[src/hw/rtl/htd_pkg.sv]
// Shared types and constants of the Huffman tree decoder.
package htd_pkg;

   // Longest code that an insert word walks; longer lengths are clipped to it.
   localparam int MAX_CODE_LEN = 32;
   // Width of the code field; bit positions at or above it read as zero.
   localparam int CODE_BITS = 32;
   // Bits of one compressed byte and the position of the first one taken.
   localparam int BYTE_BITS = 8;
   localparam int BYTE_TOP_BIT = 7;

   // Function codes of an input word.
   typedef enum logic [1:0] {
      FUNC_CLEAR  = 2'd0,
      FUNC_INSERT = 2'd1,
      FUNC_DECODE = 2'd2,
      FUNC_NONE   = 2'd3
   } func_type;

   // Status codes of a result word.
   typedef enum logic [2:0] {
      ST_SYMBOL   = 3'd0,
      ST_INSERTED = 3'd1,
      ST_FULL     = 3'd2,
      ST_DEAD     = 3'd3,
      ST_CLEARED  = 3'd4
   } status_type;

   // Datapath operations issued by the controller.
   typedef enum logic [3:0] {
      OP_NONE,
      OP_CLEAR,
      OP_INS_START,
      OP_DEC_START,
      OP_DEC_STEP,
      OP_DEC_LEAF,
      OP_INS_STEP,
      OP_INS_SETSYM,
      OP_INS_LINK,
      OP_INS_FILL
   } op_type;

   // Command from the controller to the datapath.
   typedef struct packed {
      logic       load;
      op_type     op;
      logic       emit;
      status_type emit_status;
      logic       flush;
   } cmd_type;

   // Status from the datapath to the controller.
   typedef struct packed {
      logic ev_leaf;
      logic ev_dead;
      logic byte_done;
      logic rem_zero;
      logic child_zero;
      logic fits;
      logic out_free;
      logic pend_valid;
   } stat_type;

endpackage

[src/hw/rtl/htd_ctrl.sv]
// Controller state machine of the Huffman tree decoder.
module htd_ctrl (
   input  logic               clock,
   input  logic               reset,
   input  logic               req_tvalid,
   output logic               req_tready,
   input  htd_pkg::func_type  req_func,
   input  htd_pkg::stat_type  stat,
   output htd_pkg::cmd_type   cmd
);

   import htd_pkg::*;

   typedef enum logic [2:0] {
      S_IDLE,
      S_DEC_WALK,
      S_INS_WALK,
      S_INS_FILL,
      S_FLUSH
   } state_type;

   state_type state_ff, state_in;
   logic      can_emit;

   // A new result fits if the pending slot is free or can move on.
   assign can_emit   = !stat.pend_valid || stat.out_free;
   assign req_tready = (state_ff == S_IDLE);

   always_comb begin
      state_in        = state_ff;
      cmd.load        = 1'b0;
      cmd.op          = OP_NONE;
      cmd.emit        = 1'b0;
      cmd.emit_status = ST_SYMBOL;
      cmd.flush       = 1'b0;

      case (state_ff)
         S_IDLE: begin
            if (req_tvalid) begin
               cmd.load = 1'b1;
               case (req_func)
                  FUNC_CLEAR: begin
                     cmd.op          = OP_CLEAR;
                     cmd.emit        = 1'b1;
                     cmd.emit_status = ST_CLEARED;
                     state_in        = S_FLUSH;
                  end
                  FUNC_INSERT: begin
                     cmd.op   = OP_INS_START;
                     state_in = S_INS_WALK;
                  end
                  FUNC_DECODE: begin
                     cmd.op   = OP_DEC_START;
                     state_in = S_DEC_WALK;
                  end
                  default: begin
                  end
               endcase
            end
         end

         // One bit per cycle if results can move; a leaf is its own step.
         S_DEC_WALK: begin
            if (stat.ev_leaf) begin
               if (can_emit) begin
                  cmd.op          = OP_DEC_LEAF;
                  cmd.emit        = 1'b1;
                  cmd.emit_status = ST_SYMBOL;
               end
            end else if (stat.byte_done) begin
               state_in = S_FLUSH;
            end else if (stat.ev_dead) begin
               if (can_emit) begin
                  cmd.op          = OP_DEC_STEP;
                  cmd.emit        = 1'b1;
                  cmd.emit_status = ST_DEAD;
               end
            end else begin
               cmd.op = OP_DEC_STEP;
            end
         end

         // Follow existing nodes until the code ends or a child is missing.
         S_INS_WALK: begin
            if (stat.rem_zero) begin
               cmd.op          = OP_INS_SETSYM;
               cmd.emit        = 1'b1;
               cmd.emit_status = ST_INSERTED;
               state_in        = S_FLUSH;
            end else if (stat.child_zero) begin
               if (stat.fits) begin
                  cmd.op   = OP_INS_LINK;
                  state_in = S_INS_FILL;
               end else begin
                  cmd.emit        = 1'b1;
                  cmd.emit_status = ST_FULL;
                  state_in        = S_FLUSH;
               end
            end else begin
               cmd.op = OP_INS_STEP;
            end
         end

         // Write one new node per cycle; the last one carries the symbol.
         S_INS_FILL: begin
            cmd.op = OP_INS_FILL;
            if (stat.rem_zero) begin
               cmd.emit        = 1'b1;
               cmd.emit_status = ST_INSERTED;
               state_in        = S_FLUSH;
            end
         end

         // Send the held result out as the final word of the item.
         S_FLUSH: begin
            if (!stat.pend_valid) begin
               state_in = S_IDLE;
            end else if (stat.out_free) begin
               cmd.flush = 1'b1;
               state_in  = S_IDLE;
            end
         end

         default: begin
            state_in = S_IDLE;
         end
      endcase
   end

   always_ff @(posedge clock) begin
      if (reset) begin
         state_ff <= S_IDLE;
      end else begin
         state_ff <= state_in;
      end
   end

endmodule

[config.mk]
export PLATFORM = sky130hd
export DESIGN_NAME = htd_ctrl
export DESIGN_NICKNAME = d
export VERILOG_FILES = /design/src/hw/rtl/htd_pkg.sv /design/src/hw/rtl/htd_ctrl.sv
export SDC_FILE = /design/constraint.sdc
export NUM_CORES = 1
export LEC_CHECK = 0
export ABC_AREA = 1
export BUFFER_PORTS_ARGS = -buffer_cell sky130_fd_sc_hd__buf_4
export CAP_MARGIN = 20
export CELL_PAD_IN_SITES_DETAIL_PLACEMENT = 2
export CELL_PAD_IN_SITES_GLOBAL_PLACEMENT = 2
export CORE_ASPECT_RATIO = 1.75
export CORE_UTILIZATION = 23
export CTS_BUF_LIST = sky130_fd_sc_hd__clkbuf_4 sky130_fd_sc_hd__clkbuf_8
export DETAILED_ROUTE_END_ITERATION = 16
export GPL_TIMING_DRIVEN = 1
export PLACE_DENSITY = 0.8
export SLEW_MARGIN = 30
export SYNTH_ARGS = -nofsm -noshare
export SYNTH_HDL_FRONTEND = slang
export SYNTH_SLANG_ARGS = --single-unit
[constraint.sdc]
create_clock -name clock -period 2.2 [get_ports clock]
set_clock_uncertainty 0.1 [all_clocks]
set_input_delay 0.22 -clock clock [delete_from_list [all_inputs] [get_ports clock]]
set_output_delay 0.22 -clock clock [all_outputs]
set_load 0.05 [all_outputs]
==> impl_metrics.csv <==
group,metric,value,unit
status,status,"finished clean",
synth,ys.flop_type,"dfxtp_1",
route,via_per_inst,4.79,
floorplanning,start_util,0.247,
route,drt_iter0_drc,12,
final_layout,nets,143,
place,port_buffers,23,
floorplanning,ios,24,
floorplanning,die-area,0.00248,mm^2
floorplanning,num_rows,22,
final_layout,reg_top3,"state_ff: 3 flops",
synth,synth.most_common_cell,"nand2_1",
critical_path,worstPathRequired,1.88,ns
min_path,hp-start,"reset",
sta,worst_pin_slew,0.359,ns
sta,fmax,517,MHz
final_layout,layout-drive-gt1-share,0.296,
critical_path,r2r-start,"state_ff[0]",
final_layout,diodes,0,
clock_tree,cts.sinks,3,
grt,grt_pass1_vias,774,
critical_path,crit_start,"state_ff[0]",
sta,fin_tns_setup,0,ns
synth,synth_warnings,0,
synth,yosysSeqAreaShare,0.115,
sta,hold_slack,0.0422,ns
grt,grt_overflow,0,
synth,synth_area_per_cell,5.35,um^2
clock_tree,cts_max_level,1,
final_layout,largest_reg_flops,3,
sta,rsz0062_at_grt,"no",
synth,syn-num-nets,115,
run,drv_cap,0,
synth,synth.area.top_cells,"nand2_1 17%, inv_1 13%, nor2_1 13%",
critical_path,cp_data_arrival_time,1.62,ns
critical_path,critPathTopFamily,"simple AND/OR/NAND/NOR gates",
final_layout,top_register,"state_ff",
grt,grt_pass1_wl,3200,um
sta,finalCritPeriodShare,0.880,
critical_path,crit_slowest_cell,"dfxtp_1",
clock_tree,cts_made_buffers,3,
floorplanning,dieHeight,65.2,um
clock_tree,post_cts_buffers,0,
synth,synth_edf_count,0,
route,vias,713,
min_path,hp-class,"in2reg",
floorplanning,dieWidth,38.1,um
sta,final-setup-viol-count,0,
sta,fin_crit,1.94,ns
critical_path,critPathLaunchType,"flop",
synth,async_flop_share,0,
critical_path,cp.depth,5,
place,hpwl,1760,um
grt,grt_usage,0.183,
power_and_ir_drop,peakVddDrop,0.482,mV
sta,finalMaxSlewViolations,0,
route,drcViolationCount,0,
critical_path,crit_type,"reg2out",
synth,ys_ff_latch,3,
critical_path,crit_path_end_kind,"output pin",
clock_tree,cts-root-buf,"clkbuf_4",
synth,yosysTopAreaCellShare,0.172,
grt,antenna_found_initial,0,
synth,yosysTopAreaCell,"nand2_1",
route,drtPass1Iterations,2,
route,drtAntennaViolNets,0,
critical_path,cp_cell_sequence,"nand3_2 -> nor3_1 -> inv_1 -> nand4_1 -> buf_4",
synth,synth_common_cells,"24 x nand2_1, 18 x inv_1, 18 x nor2_1",
route,avgRoutedWirePerCell,13.4,um
critical_path,cp_num_buf_inv,2,
grt,grt_max_degree,8,
synth,syn-cell-area,524,um^2
sta,hold_viol_final,0,
critical_path,cpPeakStageDelay,0.46,ns
clock_tree,clkLatencyLatePin,0.25,ns
min_path,hold_depth,2,
clock_tree,cts_resized,0,
clock_tree,cts_max_path_buffers,2,
place,place.gp.congestion,0.763,
final_layout,syn_to_final_growth,44.4,%
critical_path,worst-r2r-cell-count,6,
clock_tree,cts_tree,"yes",
power_and_ir_drop,cellLeakagePower,0.000440,uW
floorplanning,core-area,0.00212,mm^2
route,routed_wl,2000,um
synth,postSynthCellCount,98,
power_and_ir_drop,powerDensity,1010,mW/mm^2
clock_tree,cts_hold_buf,0,
clock_tree,cts.reportedPaths.clkPinSlew,0.04,ns
synth,synth.distinct_cells,20,
critical_path,crit_path_max_fanout,6,
sta,max-slew-margin-rel,0.759,
placed cells by master, fill, tap and decap left out, drive strengths merged:
master and n:
nand2 25, buf 23, inv 21, nor2 21, nand3 10, o21ai 4
ha 4, clkbuf 4, nand4 3, dfxtp 3, a21oi 3, o2111ai 1
nor3 1, or2 1, nand3b 1
power breakdown:
| group | switching, uW | internal (uW) | leakage (uW) | total [uW] |
|---|---|---|---|---|
| registers | 27.4 | 70.4 | 0.0000247 | 97.7 |
| logic | 380 | 168 | 0.000397 | 548 |
| clock network | 40.0 | 81.0 | 0.0000184 | 121 |
path summary, 6_finish.rpt:
path,endpoint,slack [ns]
max,cmd[4],0.26
min,state_ff[1],0.04
max reg2reg,state_ff[0],0.83
min reg2reg,state_ff[2],0.47
kinds of logic (layout without fill, tap and decap cells):
logic type,after synthesis,after routing,synth area share
and+or+nand+nor,62,62,0.544
AOI/OAI and AO/OA,8,8,0.0907
buffers and inverters,21,48,0.155
adders and majority gates,4,4,0.0955
DFF,3,3,0.115
stage by stage:
stage	utilization	cells	worst slack, ns	power [uW]	instance area, um^2
detailed placement	0.343	145	0.510	654	727
global route	0.357	149	0.102	827	757
global placement	0.343	145	0.570	638	727
finish	0.357	149	0.265	767	757
floorplan	-	98	0.00996	491	524
CTS	0.357	149	0.237	781	757
per-layer routing:
layer | vias up | track usage | share of wire
met5 | - | 0 | 0
met4 | 0 | 0.0402 | 0.0080
met3 | 2 | 0.0439 | 0.035
met2 | 17 | 0.390 | 0.62
met1 | 338 | 0.145 | 0.33
li1 | 356 | - | -
layout make-up:
class | instances | area, um^2
timing repair buffer | 23 | 173
sequential | 3 | 60.1
clock buffer | 4 | 30.0
inverter | 21 | 81.3
fill | 292 | 1360
multi-input combinational | 74 | 383
tap | 24 | 30.0
Note: power is estimated with default switching activity, not from simulation.
